<file path="config.mk">
export PLATFORM = sky130hd
export DESIGN_NAME = rvx_cell
export DESIGN_NICKNAME = d
export VERILOG_FILES = /design/src/rtl/rvx_pkg.sv /design/src/rtl/rvx_cell.sv
export SDC_FILE = /design/constraint.sdc
export NUM_CORES = 2
export LEC_CHECK = 0
export BUFFER_PORTS_ARGS = -buffer_cell sky130_fd_sc_hd__buf_2
export CAP_MARGIN = 10
export CORE_AREA = 2 2 409 411
export DETAILED_ROUTE_END_ITERATION = 7
export DIE_AREA = 0 0 411 413
export GPL_TIMING_DRIVEN = 0
export HOLD_SLACK_MARGIN = 0.05
export PLACE_DENSITY = 0.64
export SETUP_SLACK_MARGIN = 0.4
export SLEW_MARGIN = 10
export SYNTH_ARGS = -nofsm -noshare
export SYNTH_HDL_FRONTEND = slang
export SYNTH_SLANG_ARGS = --single-unit
</file>
<file path="constraint.sdc">
create_clock -name clock -period 15 [get_ports clock]
set_input_delay 0 -clock clock [delete_from_list [all_inputs] [get_ports clock]]
set_output_delay 0 -clock clock [all_outputs]
set_load 0.01 [all_outputs]
</file>
<file path="src/rtl/rvx_pkg.sv">
// Shared types and constants for the RV64IM integer execute unit.
// Used by rvx_cell and rv64im_integer_execute_unit.
package rvx_pkg;
   localparam int XLEN = 64;

   localparam logic [1:0] CLASS_OP     = 2'd0;
   localparam logic [1:0] CLASS_OP32   = 2'd1;
   localparam logic [1:0] CLASS_IMM    = 2'd2;
   localparam logic [1:0] CLASS_IMM32  = 2'd3;

   localparam logic [2:0] F3_ADD  = 3'd0;
   localparam logic [2:0] F3_SLL  = 3'd1;
   localparam logic [2:0] F3_SLT  = 3'd2;
   localparam logic [2:0] F3_SLTU = 3'd3;
   localparam logic [2:0] F3_XOR  = 3'd4;
   localparam logic [2:0] F3_SRL  = 3'd5;
   localparam logic [2:0] F3_OR   = 3'd6;
   localparam logic [2:0] F3_AND  = 3'd7;

   localparam logic [2:0] F3_MUL    = 3'd0;
   localparam logic [2:0] F3_MULH   = 3'd1;
   localparam logic [2:0] F3_MULHSU = 3'd2;
   localparam logic [2:0] F3_MULHU  = 3'd3;
   localparam logic [2:0] F3_DIV    = 3'd4;
   localparam logic [2:0] F3_DIVU   = 3'd5;
   localparam logic [2:0] F3_REM    = 3'd6;
   localparam logic [2:0] F3_REMU   = 3'd7;

   localparam logic [6:0] F7_BASE = 7'h00;
   localparam logic [6:0] F7_MULDIV = 7'h01;
   localparam logic [6:0] F7_ALT  = 7'h20;

   typedef enum logic [1:0] {
      K_ALU = 2'd0,
      K_MUL = 2'd1,
      K_DIV = 2'd2
   } kind_type;

   // Item that travels down the row of cells.
   typedef struct packed {
      logic        valid;
      kind_type    kind;
      logic        word;
      logic        illegal;
      logic [2:0]  f3;
      logic        neg_q;      // negate quotient at the end
      logic        neg_r;      // negate remainder at the end
      logic        div_zero;
      logic [63:0] fixed;      // finished value for ALU ops / special cases
      logic        use_fixed;
      logic [63:0] dvd;        // dividend shift register (quotient fills in)
      logic [63:0] dvs;        // divisor magnitude
      logic [64:0] rem;        // partial remainder
      logic [63:0] ma;         // multiplicand
      logic [63:0] mb;         // multiplier (shifted down)
      logic [127:0] acc;       // product accumulator
   } item_type;

   localparam int DIV_BITS  = 4;            // quotient bits per cell
   localparam int MUL_BITS  = 16;           // multiplier bits per cell
   localparam int NUM_CELLS = XLEN / DIV_BITS;

   function automatic logic [63:0] sx32(input logic [31:0] v);
      return {{32{v[31]}}, v};
   endfunction
endpackage

</file>
<file path="src/rtl/rvx_cell.sv">
// One execute-row cell: retires DIV_BITS quotient bits of a divide item or
// MUL_BITS multiplier bits of a multiply item, then hands it on. Uses rvx_pkg.
module rvx_cell (
   input  logic              clock,
   input  logic              reset,
   input  rvx_pkg::item_type item_in,
   output rvx_pkg::item_type item_out
);
   import rvx_pkg::*;

   item_type item_ff, item_in_c;
   logic [64:0] r;
   logic [63:0] q;
   logic [64:0] diff;
   logic [127:0] acc;
   logic [63:0] mb;
   logic [79:0] part;

   always_comb begin
      item_in_c = item_in;
      r = item_in.rem;
      q = item_in.dvd;
      diff = '0;
      for (int i = 0; i < DIV_BITS; i++) begin
         r = {r[63:0], q[63]};
         q = {q[62:0], 1'b0};
         diff = r - {1'b0, item_in.dvs};
         if (!diff[64]) begin
            r = diff;
            q[0] = 1'b1;
         end
      end
      // one 64x16 partial product, added at its weight
      part = item_in.ma * item_in.mb[MUL_BITS-1:0];
      acc  = item_in.acc + {48'd0, part};
      mb   = {16'd0, item_in.mb[63:16]};
      if (item_in.kind == K_DIV) begin
         item_in_c.rem = r;
         item_in_c.dvd = q;
      end
      if (item_in.kind == K_MUL) begin
         item_in_c.acc = {acc[15:0], acc[127:16]};
         item_in_c.mb  = mb;
      end
   end

   always_ff @(posedge clock) begin
      if (reset) begin
         item_ff.valid <= 1'b0;
      end else begin
         item_ff.valid <= item_in.valid;
      end
      item_ff.kind      <= item_in_c.kind;
      item_ff.word      <= item_in_c.word;
      item_ff.illegal   <= item_in_c.illegal;
      item_ff.f3        <= item_in_c.f3;
      item_ff.neg_q     <= item_in_c.neg_q;
      item_ff.neg_r     <= item_in_c.neg_r;
      item_ff.div_zero  <= item_in_c.div_zero;
      item_ff.fixed     <= item_in_c.fixed;
      item_ff.use_fixed <= item_in_c.use_fixed;
      item_ff.dvd       <= item_in_c.dvd;
      item_ff.dvs       <= item_in_c.dvs;
      item_ff.rem       <= item_in_c.rem;
      item_ff.ma        <= item_in_c.ma;
      item_ff.mb        <= item_in_c.mb;
      item_ff.acc       <= item_in_c.acc;
   end

   assign item_out = item_ff;
endmodule

</file>
Word level (Yosys, flattened, before mapping)
Cells that the tools add are included.
- bits in registers: 525
- input bits: 527
- output and inout bits: 525
- add/sub/neg operators: 5
- multiply operators: 1
- eq/ne operators: 2
- mux-type cells: 11
- operator list (operator ; number):
    $sub 65x64->65 ; 4
    $mux 64 ; 4
    $mux 176 ; 1
    $mux 65 ; 2
    $add 128x80->128 ; 1
    $mul 64x16->80 ; 1
    $mux 1 ; 4
    $eq 2x1->1 const B ; 1
    $eq 2x2->1 const B ; 1

Logic depth before layout (Yosys ltp)
- depth in word-level cells: 9
- gate-level depth with buffers: 69
- mapped depth without buffers: 61

Worst setup path before layout
Ideal clock, no wire load.
- path kind: input-to-reg
- start: in item_in[448] (netlist bit)
- end: reg item_ff (netlist bit item_out[263])
- data arrival time: 13.269 ns
- setup slack: 1.671 ns
- stages on the path: 67
- path buffers: 12
- cells stage by stage: inv_1 ha_1 inv_1 fa_1 a211oi_2 o211ai_1 a21oi_2 a311oi_1 or4b_1 a31oi_1 and3_1 buf_6 buf_2 buf_1 mux2i_1 inv_1 ha_1 clkbuf_1 (+31 left out) a21o_1 a21o_1 a21o_1 a21o_1 or3_1 o21ai_0 a21oi_1 and2_1 o211a_1 o21ai_0 nand2b_1 ha_1 clkinv_1 nor2_1 clkbuf_1 clkbuf_1 a22oi_1 nand2_1
- RTL lines (item ; line ; source):
    start: declaration ; rvx_cell.sv:6 ; input rvx_pkg::item_type item_in,
    end: declaration ; rvx_cell.sv:11 ; item_type item_ff, item_in_c;

==> results.yml <==
status:
  status: "finished, final reports clean"
die:
  core_region_area_sq_um: 166000
  std_cell_rows: 150
  die_y_microns: 413
  die_x_microns: 411
  initial_core_util: 0.401
  dieArea_sq_um: 170000
  io_pins: 1052
timing:
  period_needed_ps: 14470
  slew_viol_final: 0
  worst_slack_ps: 528
  fin_crit_sh: 0.965
  rsz0062_at_grt: "true"
  final-setup-viol-count: 0
  slew_headroom: 0.0996
  worst-slew-pin-transition_ps: 1350
  final-hold-violation-count: 0
  timing.fmax_ghz: 0.0691
  tns_ps: 0
final_layout:
  final_nets: 12100
  num-fill-cells: 15900
  area_growth_syn_to_layout_pct: 29.4
  largest_register_ffs: 525
  multi_input_area_sq_um: 50800
  drive_gt1_frac: 0.139
  regArea_sq_um: 10500
yosys:
  yosysTopAreaCellShare: 0.286
  syn_avg_cell_area_sq_um: 8.09
  ys.flop_type: "dfxtp_1"
  synth.most_common_cell: "nand2_1"
  synth_edf_count: 0
  synth_seq_area_share: 0.158
  synthCells: 8223
  netlist_top_cells_area: "fa_1, dfxtp_1, nand2_1, ha_1, inv_1"
  syn_area_sq_um: 66600
  mappedNetlistNets: 10100
  ys_ff_latch: 525
  yosys_warnings: 0
  yosys-top-cells-count: "nand2_1, inv_1, fa_1, dfxtp_1, a21oi_1"
  yosysTopAreaCell: "fa_1"
  async_reset_ff_frac: 0
  synth_cell_types: 90
global_routing:
  antenna_found_initial: 44
  grt_max_degree: 17
  grt_pass1_wl_microns: 471000
  grt_util_all_layers: 0.377
  grt_pass1_vias: 70400
  grt_overflow: 0
worst_setup_path:
  cp.required_ps: 15570
  end_kind: "flop"
  critPathMaxFanout: 10
  worst_path_largest_cell_delay_ps: 690
  cp_common_cell: "buf_12"
  cp-start-kind: "primary input"
  critPathKind: "in -> reg"
  critPathSlowestCell: "or4b_4"
  cp_data_arrival_time_ps: 15040
clock_network:
  cts_max_level: 2
  cts_tree: "built"
  cts-root-buf: "clkbuf_16"
  clkSlewWorstSetupHoldPaths_ps: 70
  clock_path_buffers: 3
  cts_buffers: 60
  cts_sinks: 525
drt:
  drt_iter0_markers: 6928
  drtPass1Iterations: 8
  vias_per_cell: 5.60
  drc_errors: 0
  drt-total-wl_microns: 326000
  ant_nets: 0
  post_drt_wl_per_cell_microns: 26.2
  vias: 69700
place:
  dpl.hpwl_microns: 264000
  pre_cts_slack_ps: -8570
  portBuffers: 1033
  globalplace.congestion: 1.03
job:
  drv_cap: 0
min_path:
  hp-class: "in -> reg"
  min_from: "item_in[488]"
  hold-path-endpoint: "item_out[488]"
  hold_depth: 2
-- final cells by class --
class / count / share of cell area
tap: 2204 / 0.0320
clock buffer: 82 / 0.0199
inverter: 1158 / 0.0505
timing repair buffer: 1878 / 0.158
multi-input combinational: 6099 / 0.590
antenna: 23 / 0.000668
clock inverter: 28 / 0.00324
sequential: 525 / 0.122
buffer: 441 / 0.0240
-- metal layers --
layer / routed length, microns / share of wire / global-route usage
met1: 129000 / 0.39 / 0.486
met2: 141000 / 0.43 / 0.577
met3: 36300 / 0.11 / 0.104
met4: 20300 / 0.062 / 0.192
met5: 66 / 0.00020 / 0
-- metrics by stage --
stage | std cells | cell area (sq um) | util | hold WS, ps
floorplan | 8223 | 66600 | - | 27.7
CTS | 12400 | 85500 | 0.515 | 50.2
global placement | 11500 | 74500 | 0.449 | 103
finish | 12400 | 86100 | 0.519 | 60.4
global route | 12400 | 86100 | 0.519 | 57.6
detailed placement | 11500 | 74600 | 0.449 | 104
-- how the worst max path moves through the flow --
stage | cells after the start | startpoint | slack [ps] | end
detailed placement | 60 | item_in[322] | -8570 | item_out[304]
CTS | 66 | item_in[314] | 410 | item_out[304]
global placement | 62 | item_in[338] | -8740 | item_out[314]
global route | 68 | item_in[448] | 390 | item_out[293]
finish | 66 | item_in[448] | 530 | item_out[304]
floorplan | 67 | item_in[448] | 1670 | item_out[263]
-- critical path: cells and delay by family --
kind	cells	cell delay, ps
AOI/OAI and AO/OA	27	6070
and+or+nand+nor	16	3460
buffers and inverters	15	2770
adders and majority gates	6	2140
xor gates and xnor gates	2	430
-- logic make-up after synthesis --
| group | share of synthesized area |
|---|---|
| AO/OA/AOI/OAI | 0.150 |
| XOR/XNOR | 0.0456 |
| adder cells (fa/ha/maj) | 0.364 |
| buffers and inverters | 0.0909 |
| flip-flops | 0.158 |
| multiplexers | 0.00626 |
| AND/OR/NAND/NOR | 0.186 |
-- repair_timing --
| item | in CTS | in global routing |
|---|---|---|
| hold buffers | 804 | 0 |
| hold endpoints to repair | 525 | 0 |
| buffers inserted | 21 | 16 |
| pin swaps | 14 | 17 |
| endpoints found under the setup margin | 67 | 65 |
| gates resized for setup | 217 | 123 |
| cloned | 0 | 0 |
-- placed cells by master, fill, tap and decap left out, types with 208 or more instances in the layout --
| master | Yosys | final |
|---|---|---|
| a21oi_1 | 440 | 423 |
| nand2_1 | 1730 | 1727 |
| xnor2_1 | 209 | 208 |
| a21o_1 | 212 | 212 |
| clkbuf_1 | 401 | 359 |
| fa_1 | 950 | 950 |
| inv_1 | 1157 | 1157 |
| buf_2 | 17 | 1040 |
| dlygate4sd3_1 | 0 | 804 |
| and2_1 | 276 | 276 |
| ha_1 | 415 | 409 |
| nor2_1 | 230 | 226 |
| dfxtp_1 | 525 | 525 |
| o21ai_0 | 417 | 401 |
Power is not shown: default switching activity piles up to over one toggle a cycle in this logic, so the estimate is an artifact.
